[config.mk]
export PLATFORM = sky130hd
export DESIGN_NAME = ipv4_header_stream_extractor
export DESIGN_NICKNAME = d
export VERILOG_FILES = /design/src/hw/rtl/ihse_pkg.sv /design/src/hw/rtl/ihse_parse.sv /design/src/hw/rtl/ipv4_header_stream_extractor.sv
export SDC_FILE = /design/constraint.sdc
export NUM_CORES = 1
export LEC_CHECK = 0
export ABC_AREA = 1
export BUFFER_PORTS_ARGS = -buffer_cell sky130_fd_sc_hd__buf_2
export CAP_MARGIN = 0
export CORE_MARGIN = 4
export CORE_UTILIZATION = 25
export CTS_BUF_LIST = sky130_fd_sc_hd__clkbuf_16
export DETAILED_ROUTE_END_ITERATION = 7
export GPL_TIMING_DRIVEN = 1
export PLACE_DENSITY = 0.55
export SLEW_MARGIN = 40
export SYNTH_ARGS = -nofsm -noshare
export SYNTH_HDL_FRONTEND = slang
export SYNTH_HIERARCHICAL = 1
export SYNTH_SLANG_ARGS = --single-unit
export TNS_END_PERCENT = 100
[constraint.sdc]
create_clock -name clk -period 4.4 [get_ports clk]
set_input_delay 0.88 -clock clk [delete_from_list [all_inputs] [get_ports clk]]
set_output_delay 0.88 -clock clk [all_outputs]
set_load 0.03 [all_outputs]
[src/hw/rtl/ihse_pkg.sv]
// Shared types and constants for the IPv4 header stream extractor.
package ihse_pkg;

	localparam int unsigned HDR_REST_LEN = 19;
	localparam int unsigned IDX_W        = 5;
	localparam logic [IDX_W-1:0] IDX_LAST = IDX_W'(HDR_REST_LEN - 1);

	localparam logic [7:0] ETYPE_HI   = 8'h08;
	localparam logic [7:0] ETYPE_LO   = 8'h00;
	localparam logic [3:0] IP_VERSION = 4'h4;

	localparam int unsigned REC_W = 160;

	// Packed so that the first field sits in the highest bits.
	typedef struct packed {
		logic [3:0]  pad;
		logic [63:0] address_pair;
		logic [15:0] header_sum;
		logic        proto_known;
		logic [7:0]  proto_number;
		logic [7:0]  hop_limit;
		logic [15:0] frag_offset_bytes;
		logic [2:0]  frag_flags;
		logic [15:0] ident;
		logic [15:0] total_length;
		logic [1:0]  ecn;
		logic [2:0]  service_bits;
		logic [2:0]  precedence;
	} record_t;

	function automatic logic is_known_proto(input logic [7:0] p);
		logic known;
		known = 1'b0;
		if (p >= 8'd1 && p <= 8'd7)
			known = 1'b1;
		if (p >= 8'd9 && p <= 8'd21)
			known = 1'b1;
		if (p == 8'd27 || p == 8'd33 || p == 8'd54 || p == 8'd121)
			known = 1'b1;
		return known;
	endfunction

endpackage

[src/hw/rtl/ihse_parse.sv]
// Header hunt, byte collection and record decode for one byte per cycle while en is high.
module ihse_parse import ihse_pkg::*; (
	input  logic       clk,
	input  logic       arst_n,
	input  logic       en,
	input  logic [7:0] byte_in,
	output logic       emit,
	output record_t    rec
);

	logic [7:0]       win0_q, win1_q;
	logic             collecting_q;
	logic [IDX_W-1:0] idx_q;
	logic [7:0]       hdr_q [HDR_REST_LEN-1];
	logic [7:0]       s [HDR_REST_LEN];
	logic             match;
	logic [15:0]      fw;

	assign match = (win0_q == ETYPE_HI) && (win1_q == ETYPE_LO) && (byte_in[7:4] == IP_VERSION);
	assign emit  = collecting_q && (idx_q == IDX_LAST);

	always_ff @(posedge clk or negedge arst_n) begin
		if (!arst_n) begin
			win0_q       <= '0;
			win1_q       <= '0;
			collecting_q <= 1'b0;
			idx_q        <= '0;
		end else if (en) begin
			if (!collecting_q) begin
				win0_q <= win1_q;
				win1_q <= byte_in;
				if (match) begin
					collecting_q <= 1'b1;
					idx_q        <= '0;
				end
			end else if (idx_q < IDX_LAST) begin
				idx_q <= idx_q + 1'b1;
			end else begin
				// Last header byte, or an impossible index: back to hunting.
				collecting_q <= 1'b0;
				idx_q        <= '0;
				win0_q       <= '0;
				win1_q       <= '0;
			end
		end
	end

	// The first 18 header bytes shift in; the 19th is taken straight from the input.
	always_ff @(posedge clk) begin
		if (en && collecting_q && idx_q < IDX_LAST) begin
			for (int i = 0; i < HDR_REST_LEN - 2; i++)
				hdr_q[i] <= hdr_q[i+1];
			hdr_q[HDR_REST_LEN-2] <= byte_in;
		end
	end

	always_comb begin
		for (int i = 0; i < HDR_REST_LEN - 1; i++)
			s[i] = hdr_q[i];
		s[HDR_REST_LEN-1] = byte_in;
	end

	assign fw = {s[5], s[6]};

	always_comb begin
		rec                   = '0;
		rec.precedence        = s[0][7:5];
		rec.service_bits      = s[0][4:2];
		rec.ecn               = s[0][1:0];
		rec.total_length      = {s[1], s[2]};
		rec.ident             = {s[3], s[4]};
		rec.frag_flags        = fw[15:13];
		rec.frag_offset_bytes = {fw[12:0], 3'b000};
		rec.hop_limit         = s[7];
		rec.proto_number      = s[8];
		rec.proto_known       = is_known_proto(s[8]);
		rec.header_sum        = {s[9], s[10]};
		rec.address_pair      = {s[11], s[12], s[13], s[14], s[15], s[16], s[17], s[18]};
	end

	a_idx_range: assert property (@(posedge clk) disable iff (!arst_n)
		collecting_q |-> idx_q <= IDX_LAST)
		else $error("header index beyond the last byte");

	a_emit_clears: assert property (@(posedge clk) disable iff (!arst_n)
		(en && emit) |=> (!collecting_q && win0_q == '0 && win1_q == '0))
		else $error("hunt state not cleared after a header");

	a_match_starts: assert property (@(posedge clk) disable iff (!arst_n)
		(en && !collecting_q && match) |=> (collecting_q && idx_q == '0))
		else $error("match did not start collection");

endmodule

[src/hw/rtl/ipv4_header_stream_extractor.sv]
// Top level: input register, header parser and output register.
//
//  Channel | Dir | Signals                     | Word
//  s_      | in  | s_tvalid s_tready s_tdata   | one capture byte
//  m_      | out | m_tvalid m_tready m_tdata   | one decoded IPv4 header record
//
// One byte is accepted per cycle unless a header's last byte waits on a held record;
// the rate is set by the combinational decode between the input and output registers.
// The arst_n reset clears the hunt window, the collect state and both valid flags.
// A stalled record holds the output register; input bytes that make no record keep flowing.
// Only a byte that completes a header waits while an earlier record is still held.
module ipv4_header_stream_extractor import ihse_pkg::*; (
	input  logic             clk,
	input  logic             arst_n,
	input  logic             s_tvalid,
	output logic             s_tready,
	input  logic [7:0]       s_tdata,   // data_byte
	output logic             m_tvalid,
	input  logic             m_tready,
	// precedence, service_bits, ecn, total_length, ident, frag_flags, frag_offset_bytes,
	// hop_limit, proto_number, proto_known, header_sum, address_pair, zero fill
	output logic [REC_W-1:0] m_tdata
);

	logic       valid_s1;
	logic [7:0] byte_s1;
	logic       out_valid_q;
	record_t    out_rec_q;
	logic       emit;
	logic       advance;
	record_t    rec;

	assign advance  = valid_s1 && (!emit || !out_valid_q || m_tready);
	assign s_tready = !valid_s1 || advance;

	always_ff @(posedge clk or negedge arst_n) begin
		if (!arst_n) begin
			valid_s1 <= 1'b0;
		end else if (s_tvalid && s_tready) begin
			valid_s1 <= 1'b1;
		end else if (advance) begin
			valid_s1 <= 1'b0;
		end
	end

	always_ff @(posedge clk) begin
		if (s_tvalid && s_tready)
			byte_s1 <= s_tdata;
	end

	ihse_parse u_parse (
		.clk     (clk),
		.arst_n  (arst_n),
		.en      (advance),
		.byte_in (byte_s1),
		.emit    (emit),
		.rec     (rec)
	);

	always_ff @(posedge clk or negedge arst_n) begin
		if (!arst_n) begin
			out_valid_q <= 1'b0;
		end else if (advance && emit) begin
			out_valid_q <= 1'b1;
		end else if (m_tready) begin
			out_valid_q <= 1'b0;
		end
	end

	always_ff @(posedge clk) begin
		if (advance && emit)
			out_rec_q <= rec;
	end

	assign m_tvalid = out_valid_q;
	assign m_tdata  = out_rec_q;

	a_no_overwrite: assert property (@(posedge clk) disable iff (!arst_n)
		(advance && emit) |-> (!out_valid_q || m_tready))
		else $error("record overwrote an untaken record");

	a_held_byte: assert property (@(posedge clk) disable iff (!arst_n)
		(valid_s1 && !advance) |=> (valid_s1 && $stable(byte_s1)))
		else $error("stalled input word lost");

	a_emit_shows: assert property (@(posedge clk) disable iff (!arst_n)
		(advance && emit) |=> m_tvalid)
		else $error("record not presented");

endmodule
Word-level counts from Yosys, hierarchy flattened
Memory sizes are Yosys's and may differ from the RTL's. A register that Yosys moved wholly into a read port is not among the register bits.
Cells that the tools add are included.
- register bits: 177
- memory bits (writable): 144
- input bits: 12
- output and inout port bits: 162
- word-level logic and storage cells: 73
- memories: 1
- memory list (memory ; depth ; width ; rd ports ; clocked after memory_dff ; write ports ; RTL line ; RTL):
    u_parse.hdr_q ; 18 ; 8 ; 18 ; 1 ; 18 ; ihse_parse.sv:14 ; logic [7:0] hdr_q [HDR_REST_LEN-1];
- $add $sub $neg: 1
- $lt $le $gt $ge: 5
- equal/unequal tests: 8
- muxes and demuxes: 16
- reduce and logical (&&, ||, !) cells: 26
- operators with widths (cell ; number):
    $mux 8 ; 3
    $eq 8x6->1 const B ; 2
    $mux 5 ; 3
    $logic_and 1x1->1 ; 10
    $mux 1 ; 10
    $eq 8x4->1 const B ; 1
    $eq 8x5->1 const B ; 1
    $eq 8x7->1 const B ; 1
    $ge 8x1->1 const B ; 1
    $ge 8x4->1 const B ; 1
    $le 8x3->1 const B ; 1
    $le 8x5->1 const B ; 1
    $logic_not 8->1 ; 1
    $logic_or 1x1->1 ; 6
    $reduce_bool 2->1 ; 3
    $add 5x1->5 const B ; 1
    $eq 5x5->1 const B ; 1
    $lt 5x5->1 const B ; 1
    $eq 4x3->1 const B ; 1
    $reduce_and 2->1 ; 2
    $logic_not 1->1 ; 3
    $ne 2x2->1 const B ; 1
    $reduce_or 2->1 ; 1

Longest topological paths before layout
Gate-level depths: netlist of the first run.
- depth after elaboration: 10
- depth in mapped cells: 11
- mapped depth without buffers: 10

Hierarchy
The synthesis of the first run kept the hierarchy.
- modules (own cells, without submodules) (module ; instances ; cells each ; area an instance (sq um) ; sequential area each (sq um)):
    ihse_parse ; 1 ; 318 ; 5655.4 ; 4874.7
    ipv4_header_stream_extractor ; 1 ; 182 ; 5152.4 ; 5094.9

Worst setup path after synthesis of the first run
No wires, ideal clock.
- path kind: input to register
- start: input port m_tready
- end: register, netlist name m_tdata[0]
- setup time: 512 ps
- arrival: 4193 ps
- required time: 3888 ps
- setup slack: -305 ps
- stages on the path: 4
- buffers on the path: 0
- cells stage by stage: inv_1 nand2_1 nand3_1 inv_1
- word-level cells in the longest chain between the ends: 3
- ends and longest elaborated chain (item ; RTL line ; RTL):
    start, declared ; ipv4_header_stream_extractor.sv:19 ; input logic m_tready,
    $logic_or 1x1->1 ; ipv4_header_stream_extractor.sv:33 ; assign advance = valid_s1 && (!emit || !out_valid_q || m_tready);
    $logic_and 1x1->1 ; ipv4_header_stream_extractor.sv:33 ;
    $logic_and 1x1->1 ; ipv4_header_stream_extractor.sv:71 ; if (advance && emit)
No other way between the ends.
A chain may end at the register's enable or synchronous reset.

Worst setup path in the final report of the first run
- start: register u_parse.idx_q[1]
- end: output port s_tready
- word-level cells in the longest chain between the ends: 7
- ends and longest elaborated chain (item ; RTL line ; RTL):
    start, declared ; ihse_parse.sv:13 ; logic [IDX_W-1:0] idx_q;
    start signal, assigned ; ihse_parse.sv:37 ; idx_q <= idx_q + 1'b1;
    $eq 5x5->1 ; ihse_parse.sv:20 ; assign emit = collecting_q && (idx_q == IDX_LAST);
    $logic_and 1x1->1 ; ihse_parse.sv:20 ;
    net emit ; ipv4_header_stream_extractor.sv:29 ; logic emit;
    $logic_not 1->1 ; ipv4_header_stream_extractor.sv:33 ;
    $logic_or 1x1->1 (2 in series) ; ipv4_header_stream_extractor.sv:33 ;
    $logic_and 1x1->1 ; ipv4_header_stream_extractor.sv:33 ;
    $logic_or 1x1->1 ; ipv4_header_stream_extractor.sv:34 ; assign s_tready = !valid_s1 || advance;
    end, declared ; ipv4_header_stream_extractor.sv:16 ; output logic s_tready,
The timed path passes the listed nets, and every way through them passes these cells.

==> flow_summary.yaml, run 1 <==
placed_design:
  dp.cells: 1244
  post_dp_cell_area_um2: 12400
  portBuffers: 173
  dp.final_hpwl_um: 12100
  place.gp.congestion: 0.694
  place_ws_ns: 1.57
cells_and_area:
  fin_util: 0.320
  drive_gt1_frac: 0.330
  layout.nets: 720
  final_cell_mix: "312 x edfxtp_1, 173 x buf_2, 44 x inv_1, 39 x clkbuf_16, 38 x nand2_1"
  final_common_cell: "edfxtp_1"
  fillers: 4077
  instances_no_fill: 1311
  multi_input_area_um2: 597
  stdcell_area_um2: 13500
  n_antenna_cell: 0
  syn_to_final_growth_pct: 25.2
  register_area_um2: 9970
cts:
  cts_repair_resize_count: 0
  cts_inserted_buffers: 37
  cts_setup_buffers: 0
  cts_tree: "yes"
  clock_path_buffers: 3
  cts.sinks: 336
  cts.htree.levels: 2
  ctsHoldBuffers: 0
  clockRootBuffer: "clkbuf_16"
  clk_latency_ns: 0.52
  cts.reportedPaths.clkPinSlew_ns: 0.06
logic_synthesis:
  synthSimpleGateAreaFrac: 0.0328
  ys_seq_area_frac: 0.922
  synth-warning-count: 6
  netlist_area_um2: 10800
  synth_top_cell_area_share: 0.867
  synth-xor-area-share: 0.00162
  synth_seq_cells: 336
  synth_fa_ha_area_frac: 0.00232
  synth_largest_area_cell: "edfxtp_1"
  avgSynthCellArea_um2: 21.6
  muxShareOfSynthArea: 0
  synth_compound_area_frac: 0.0161
  synthCells: 500
  synth_area_leaders: "edfxtp_1 87%, dfrtp_1 5.6%, nand2_1 1.3%"
  synth_top_family_by_area: "simple AND/OR/NAND/NOR gates"
  synth_cell_types: 25
sta:
  timing.setup.tns_ns: 0
  relSlewSlack: 0.545
  finalMaxSlewViolations: 0
  rsz0062_at_grt: "no"
  setup_ws_ns: 1.66
  fin_skew_ns: 0.0132
  fmax_mhz: 365
  finalHoldViolCount: 0
  period_share: 0.623
  fin_crit_ns: 2.74
  setup_viol: 0
  worst-slew-pin-transition_ns: 0.683
critical_path:
  start_kind: "flip-flop"
  worstSetupEndpointType: "output port"
  setup.worst_path.class: "flip-flop to output port"
  worstPathRequired_ns: 3.52
  crit_arrival_ns: 1.86
  rrSetupSlack_ns: 1.78
  critPathMaxFanout: 6
floorplanning:
  core_um2: 42300
  die_x_um: 216
  die_h_um: 216
  dieArea_um2: 46600
  num_io_pins: 174
  start_util: 0.255
  rows: 75
route:
  dr.first_iter.drc_count: 349
  avgRoutedWirePerCell_um: 14.9
  vias: 4911
  vias_per_cell: 3.75
  route.antenna.remaining_nets: 0
  first_pass_iters: 4
  wirelength_um: 19500
  drcViolationCount: 0
global_routing:
  grt_overflow: 0
  grt_pass1_vias: 5084
  antenna_found_initial: 0
  grt_max_degree: 103
  grt.total_usage: 0.0821
  grt_first_pass_wirelength_um: 29800
power_and_ir_drop:
  ir_worst_vdd_v: 0.000247
  p_leak_uw: 0.00491
  cellPowerDensity_nw_per_um2: 598
worst_hold_path:
  hold_path_class: "input port to asynchronous set/reset pin"
outcome:
  status: "completed"
run:
  drv_cap: 0
-- logic make-up (layout without fill, tap and decap cells) --
kind of cell / after synthesis / in the layout
buffers and inverters: 53 / 281
other: 1 / 7
DFF: 336 / 336
xor gates and xnor gates: 2 / 2
and+or+nand+nor: 80 / 80
AOI/OAI and AO/OA: 26 / 26
adders and majority gates: 2 / 2
-- stage by stage --
stage	total power, µW	hold WS [ns]
floorplan	4990	0.400
global placement	5220	0.401
detailed placement	5260	0.405
CTS	8250	0.329
global route	8510	0.372
finish	8100	0.341
-- worst max-delay path, stage by stage, from the launching register on --
cell and delay (ns):
dfrtp_1 0.48, ha_1 0.20, nand3_1 0.07, nor2_1 0.22, nand4_2 0.17, buf_2 0.21
-- final timing paths --
path	from	to	cells past startpoint
worst min-delay path	arst_n	valid_s1	1
worst max register to register	u_parse/idx_q[0]	u_parse/hdr_q[9][2]	8
max in group asynchronous	arst_n	u_parse/idx_q[3]	1
worst min register to register	u_parse/hdr_q[0][5]	m_tdata[0]	0
worst max-delay path	u_parse/idx_q[1]	s_tready	5
min in group clk	u_parse/hdr_q[0][5]	m_tdata[0]	0
-- layer usage --
metal | global-route usage | routed length (µm) | vias to the layer above
li1 | - | - | 2276
met1 | 0.117 | 9500 | 2389
met2 | 0.114 | 7940 | 202
met3 | 0.0280 | 1530 | 44
met4 | 0.0341 | 526 | 0
met5 | 0 | 0 | -
-- layout make-up --
cell class | count | share of cell area
flip-flops and latches | 336 | 0.737
clock buffers | 39 | 0.0721
repair buffers | 178 | 0.0695
well taps | 577 | 0.0533
multi-input cells | 117 | 0.0441
clock inverters | 28 | 0.0141
inverters | 36 | 0.0103
-- where the power goes --
part | leakage (µW) | switching, µW | internal (µW)
logic | 0.00112 | 476 | 169
registers | 0.00318 | 274 | 4250
clock network | 0.000617 | 1200 | 1730
-- synthesized netlist by cell type --
library cell,count
edfxtp_1,312
nand2_1,38
inv_1,33
dfrtp_1,24
nor2_1,21
buf_4,15
nand3_1,12
o22ai_1,10
o21ai_0,9
a21oi_1,3
inv_2,3
nand4_1,3
ha_1,2
nand2_2,2
nor2_4,2
o21ai_4,2
a31oi_1,1
buf_2,1
buf_6,1
conb_1,1
nand4_2,1
o22ai_2,1
or2_2,1
xnor2_1,1
xor2_1,1
-- flip-flops by register name, summed over array words and instances, names as in the netlist --
signal                cells
u_parse/win0_q            8
m_tdata                 160
u_parse/idx_q             5
u_parse/win1_q            8
u_parse/hdr_q           144
u_parse/collecting_q      1
valid_s1                  1
byte_s1                   8
m_tvalid                  1
Note: power is estimated with default switching activity, not from simulation.
==> run 2: changes to the inputs <==
--- a/config.mk
+++ b/config.mk
@@ -5,7 +5,7 @@
 export SDC_FILE = /design/constraint.sdc
 export NUM_CORES = 1
 export LEC_CHECK = 0
-export ABC_AREA = 1
+export ABC_AREA = 0
 export BUFFER_PORTS_ARGS = -buffer_cell sky130_fd_sc_hd__buf_2
 export CAP_MARGIN = 0
 export CORE_MARGIN = 4
@@ -13,7 +13,7 @@
 export CTS_BUF_LIST = sky130_fd_sc_hd__clkbuf_16
 export DETAILED_ROUTE_END_ITERATION = 7
 export GPL_TIMING_DRIVEN = 1
-export PLACE_DENSITY = 0.55
+export PLACE_DENSITY = 0.54
 export SLEW_MARGIN = 40
 export SYNTH_ARGS = -nofsm -noshare
 export SYNTH_HDL_FRONTEND = slang
==> constraint.sdc (replaced) <==
create_clock -name clk -period 2.55 [get_ports clk]
set_input_delay 0.51 -clock clk [delete_from_list [all_inputs] [get_ports clk]]
set_output_delay 0.51 -clock clk [all_outputs]
set_load 0.03 [all_outputs]
==> run 2 against run 1 <==
  * Die area rose by 0.16%
  * Sequential share of layout area down 1.3 points
  * Largest power group unchanged
  * Register-to-register slack lost 1.6 ns
==> flow_summary.yaml, run 2 <==
logic_synthesis:
  synth_top_cell_area_share: 0.865
  synth_largest_area_cell: "edfxtp_1"
  synthSimpleGateAreaFrac: 0.0342
  synthCells: 475
  netlist_area_um2: 10800
  synth_compound_area_frac: 0.0230
  muxShareOfSynthArea: 0.00196
  ys_seq_area_frac: 0.921
  async_flop_share: 0.0714
  synth-xor-area-share: 0
  avgSynthCellArea_um2: 22.8
  synth-edff-count: 312
  yosysMostFrequentCell: "edfxtp_1"
  synth_ff_type: "edfxtp_1"
  synth_cell_types: 42
  synth_area_leaders: "edfxtp_1 87%, dfrtp_1 5.5%, nand2_1 1.4%"
  yosys-top-cells-count: "312 x edfxtp_1, 41 x nand2_1, 24 x dfrtp_1"
  synth-warning-count: 6
  synth_seq_cells: 336
  synth_fa_ha_area_frac: 0.00231
  synth_top_family_by_area: "simple AND/OR/NAND/NOR gates"
cells_and_area:
  layout.nets: 703
  n_antenna_cell: 0
  drive_gt1_frac: 0.364
  syn_to_final_growth_pct: 27.3
  fillers: 4118
  largest_register_ffs: 160
  final_cell_mix: "312 x edfxtp_1, 173 x buf_2, 41 x nand2_1, 39 x clkbuf_16, 24 x dfrtp_1"
  final_common_cell: "edfxtp_1"
  stdcell_area_um2: 13800
sta:
  finalHoldViolCount: 0
  fin_skew_ns: 0.0131
  timing.setup.tns_ns: 0
  relSlewSlack: 0.616
  worst-slew-pin-transition_ns: 0.576
  fmax_mhz: 422
  rsz0062_at_grt: "no"
  finalMaxSlewViolations: 0
  fin_crit_ns: 2.37
  setup_viol: 0
  period_share: 0.929
critical_path:
  start_kind: "flip-flop"
  r2r_cells: 8
  crit_arrival_ns: 1.86
  worstSetupEndpointType: "output port"
  r2r_end: "u_parse/hdr_q[10][1]"
  setup.worst_path.class: "flip-flop to output port"
  cp-startpoint: "u_parse/idx_q[0]"
  worstPathRequired_ns: 2.04
  critPathMaxFanout: 4
  r2r-start: "u_parse/idx_q[1]"
  rrSetupSlack_ns: 0.21
run:
  drv_cap: 0
floorplanning:
  die_h_um: 216
  dieArea_um2: 46700
  core_um2: 42400
  start_util: 0.255
  num_io_pins: 174
  rows: 75
  die_x_um: 216
cts:
  cts_setup_buffers: 0
  cts.reportedPaths.clkPinSlew_ns: 0.06
  clock_path_buffers: 3
  cts.htree.levels: 2
  cts_tree: "yes"
  cts_repair_resize_count: 0
  cts.sinks: 336
  ctsHoldBuffers: 1
  clk_latency_ns: 0.52
  clockRootBuffer: "clkbuf_16"
  cts_inserted_buffers: 38
route:
  vias: 4951
  vias_per_cell: 3.83
  dr.first_iter.drc_count: 452
  first_pass_iters: 4
  drcViolationCount: 0
  wirelength_um: 20200
  avgRoutedWirePerCell_um: 15.6
  route.antenna.remaining_nets: 0
power_and_ir_drop:
  cellPowerDensity_nw_per_um2: 826
  ir_worst_vdd_v: 0.000332
  finalPower_uw: 11400
  p_leak_uw: 0.00484
placed_design:
  post_dp_cell_area_um2: 12500
  place.gp.congestion: 0.751
  portBuffers: 173
  dp.final_hpwl_um: 13000
worst_hold_path:
  holdPathEnd: "byte_s1[3]"
  holdPathStages: 1
  hold_path_class: "input port to flip-flop"
  holdCritStartpoint: "s_tdata[3]"
global_routing:
  grt_first_pass_wirelength_um: 30400
  grt_pass1_vias: 5050
  grt_overflow: 0
  grt_max_degree: 47
  grt.total_usage: 0.0844
  antenna_found_initial: 0
outcome:
  status: "completed"
## run 2: final cells by class
class                      count  area [µm²]  share of cell area
multi-input combinational    120         728              0.0529
clock buffer                  39         976              0.0708
clock inverter                29         246              0.0179
inverter                       4        21.3             0.00154
timing repair buffer         189        1110              0.0808
tap                          577         722              0.0524
sequential                   336        9970               0.724
## run 2: cells by family after synthesis
logic type               count (synthesis)
other                                    1
AND/OR/NAND/NOR                         74
multiplexers                             2
flip-flops                             336
adder cells (fa/ha/maj)                  2
AO/OA/AOI/OAI                           35
buffers and inverters                   25
## run 2: stage by stage
stage | util | worst slack [ns] | hold slack [ns] | instances
2_1_floorplan | - | -1.33 | 0.214 | 481
3_3_place_gp | 0.296 | 0.274 | 0.406 | 1225
3_5_place_dp | 0.296 | 0.225 | 0.409 | 1225
4_1_cts | 0.325 | 0.133 | 0.119 | 1294
5_1_grt | 0.325 | 0.0252 | 0.129 | 1294
6_report | 0.325 | 0.182 | 0.158 | 1294
## run 2: worst max-delay path: stages, from the launching register on
cell and delay (ns):
dfrtp_1 0.41, inv_2 0.11, ha_4 0.13, nand3_2 0.10, nor3_4 0.24, nand4b_2 0.15, buf_2 0.20
## run 2: layer usage
layer | global-route usage | vias up | routed length [µm]
met2 | 0.120 | 201 | 8660
li1 | - | 2269 | -
met5 | 0 | - | 0
met1 | 0.118 | 2445 | 9240
met4 | 0.0344 | 0 | 513
met3 | 0.0303 | 36 | 1830
## run 2: worst max path at each step
stage	endpoint	slack, ns	cells past startpoint
after detailed placement	u_parse/hdr_q[8][5]	0.23	8
final	s_tready	0.18	6
after global routing	s_tready	0.03	6
after global placement	u_parse/hdr_q[8][1]	0.27	8
after CTS	s_tready	0.13	6
after floorplan	u_parse/hdr_q[0][0]	-1.33	9
## run 2: report_power, final
part | internal [µW] | total, µW | switching [µW]
clock | 3180 | 5300 | 2120
sequential | 5970 | 6000 | 23.1
combinational | 31.0 | 80.0 | 49.0
total | 9190 | 11400 | 2190
==> run 3: changes to the inputs <==
--- a/config.mk
+++ b/config.mk
@@ -9,11 +9,11 @@
 export BUFFER_PORTS_ARGS = -buffer_cell sky130_fd_sc_hd__buf_2
 export CAP_MARGIN = 0
 export CORE_MARGIN = 4
-export CORE_UTILIZATION = 25
+export CORE_UTILIZATION = 55
 export CTS_BUF_LIST = sky130_fd_sc_hd__clkbuf_16
 export DETAILED_ROUTE_END_ITERATION = 7
 export GPL_TIMING_DRIVEN = 1
-export PLACE_DENSITY = 0.54
+export PLACE_DENSITY = 0.9
 export SLEW_MARGIN = 40
 export SYNTH_ARGS = -nofsm -noshare
 export SYNTH_HDL_FRONTEND = slang
==> run 3 against run 2 <==
  * Design area is 5.1% lower
  * Cell count down 26%
  * Maximum frequency down 1.8%
  * Clock-buffer cell count shrank 8
  * Sequential cell count stayed put
  * Via count grew 1.1%
  * Hold slack lost 0.0036 ns
  * Die area fell by 53%
  * Non-clock buffer count decreased by 5
  * Largest cell class unchanged
==> flow_summary.yaml, run 3 (synthesis gave the netlist of run 2 again) <==
sta:
  fin_skew_ns: 0.0134
  finalHoldViolCount: 0
  timing.setup.tns_ns: 0
  fin_crit_ns: 2.41
  fmax_mhz: 415
  period_share: 0.946
  finalMaxSlewViolations: 0
  worst-slew-pin-transition_ns: 0.553
  rsz0062_at_grt: "no"
  setup_ws_ns: 0.139
  setup_viol: 0
  relSlewSlack: 0.632
cts:
  cts_setup_buffers: 0
  cts_repair_resize_count: 0
  clockRootBuffer: "clkbuf_16"
  cts_tree: "yes"
  cts_inserted_buffers: 31
  clock_path_buffers: 3
  cts.htree.levels: 1
  cts.sinks: 336
  cts.reportedPaths.clkPinSlew_ns: 0.06
  clk_latency_ns: 0.53
placed_design:
  dp.cells: 908
  place_ws_ns: 0.205
  place.gp.congestion: 0.827
  portBuffers: 173
  dp.final_hpwl_um: 11800
floorplanning:
  core_um2: 19400
  die_x_um: 148
  num_io_pins: 174
  rows: 51
  dieArea_um2: 22000
  start_util: 0.558
  die_h_um: 148
power_and_ir_drop:
  pwr-share-clk: 0.426
  p_comb_frac: 0.008
  ir_worst_vdd_v: 0.000606
  power.share.sequential: 0.566
  cellPowerDensity_nw_per_um2: 810
  p_int_uw: 8700
  finalPower_uw: 10600
  p_leak_uw: 0.00468
  switching_share: 0.178
  switching_power_uw: 1890
global_routing:
  antenna_found_initial: 0
  grt_overflow: 0
  grt_max_degree: 77
  grt_first_pass_wirelength_um: 28500
  grt.total_usage: 0.166
  grt_pass1_vias: 5088
critical_path:
  r2r_end: "u_parse/hdr_q[6][7]"
  worstSetupEndpointType: "flip-flop"
  crit_path_end: "u_parse/hdr_q[6][7]"
  critPathMaxStageDelay_ns: 0.48
  r2r-start: "u_parse/idx_q[1]"
  critPathMaxFanout: 76
  worstPathCellList: "ha_4 -> nand3_2 -> nor3_4 -> a21boi_1 -> inv_4 -> a211o_1 -> clkinvlp_4 -> buf_12"
  setup.worst_path.class: "flip-flop to flip-flop"
  cp_num_buf_inv: 3
  crit_family: "compound AO/OA/AOI/OAI gates"
  cp-startpoint: "u_parse/idx_q[1]"
  start_kind: "flip-flop"
  rrSetupSlack_ns: 0.14
  crit_arrival_ns: 2.59
  r2r_cells: 8
  worstPathRequired_ns: 2.73
  cp.depth: 8
  critPathSlowestCell: "dfrtp_1"
run:
  drv_cap: 0
outcome:
  status: "completed"
cells_and_area:
  n_antenna_cell: 0
  syn_to_final_growth_pct: 20.8
  final_common_cell: "edfxtp_1"
  fin_util: 0.674
  instances_no_fill: 964
  multi_input_area_um2: 728
  layout.nets: 691
  fillers: 1251
  register_area_um2: 9970
  final_cell_mix: "312 x edfxtp_1, 173 x buf_2, 41 x nand2_1, 31 x clkbuf_16, 24 x dfrtp_1"
  drive_gt1_frac: 0.361
  largest_register_ffs: 160
route:
  drcViolationCount: 0
  vias: 5004
  dr.first_iter.drc_count: 360
  wirelength_um: 18300
  vias_per_cell: 5.19
  avgRoutedWirePerCell_um: 19.0
  route.antenna.remaining_nets: 0
  first_pass_iters: 5
worst_hold_path:
  hold_path_class: "input port to flip-flop"
[run 3: cell types whose count changed in the layout (fill, tap and decap cells not counted)]
cell       change
clkbuf_16      -8
clkinv_4       -3
inv_1          -7
inv_6          -2
bufinv_16      +1
clkinv_1       -2
buf_12         -5
clkinv_2       +8
[run 3: stage by stage]
stage	hold slack [ns]	cell area [µm²]
2_1_floorplan	0.214	10900
3_3_place_gp	0.401	12100
3_5_place_dp	0.406	12100
4_1_cts	0.124	13100
5_1_grt	0.132	13100
6_report	0.154	13100
[run 3: power groups by stage]
stage               combinational (µW)  sequential, µW  clock, µW
floorplan                         74.1            6100          0
global placement                  73.4            6110          0
detailed placement                78.6            6110          0
CTS                               80.8            6000       4610
global route                      91.2            5990       4890
finish                            82.2            6000       4510
[run 3: what timing repair did]
action | CTS | global route
endpoints found under the hold margin | 24 | 0
hold buffers | 1 | 0
setup endpoints to repair | 0 | 1
[run 3: layout make-up]
class / count / area share
multi-input cells: 120 / 0.0557
flip-flops and latches: 336 / 0.762
well taps: 265 / 0.0254
clock inverters: 24 / 0.0183
repair buffers: 184 / 0.0775
inverters: 4 / 0.00163
clock buffers: 31 / 0.0593
[run 3: worst min path at each step]
stage                            end                 from  slack, ns  cells after the start
final                     byte_s1[6]           s_tdata[6]       0.15                      1
after detailed placement  m_tdata[2]  u_parse/hdr_q[0][7]       0.41                      0
after global routing      byte_s1[6]           s_tdata[6]       0.13                      1
after global placement    m_tdata[2]  u_parse/hdr_q[0][7]       0.40                      0
after floorplan             m_tvalid               arst_n       0.21                      0
after CTS                 byte_s1[1]           s_tdata[1]       0.12                      1
[run 3: worst register-to-register path, stage by stage (launching register included)]
cell and delay [ns]:
dfrtp_1 0.48, ha_4 0.22, nand3_2 0.10, nor3_4 0.05, a21boi_1 0.29, inv_4 0.08
a211o_1 0.30, clkinvlp_4 0.15, buf_12 0.34
[run 3: routing by layer]
| layer | vias to the layer above | share of wire | track usage | wire length, µm |
|---|---|---|---|---|
| li1 | 2223 | - | - | - |
| met1 | 2502 | 0.40 | 0.218 | 7290 |
| met2 | 241 | 0.49 | 0.280 | 9050 |
| met3 | 38 | 0.088 | 0.0427 | 1610 |
| met4 | 0 | 0.021 | 0.0471 | 388 |
| met5 | - | 0 | 0 | 0 |
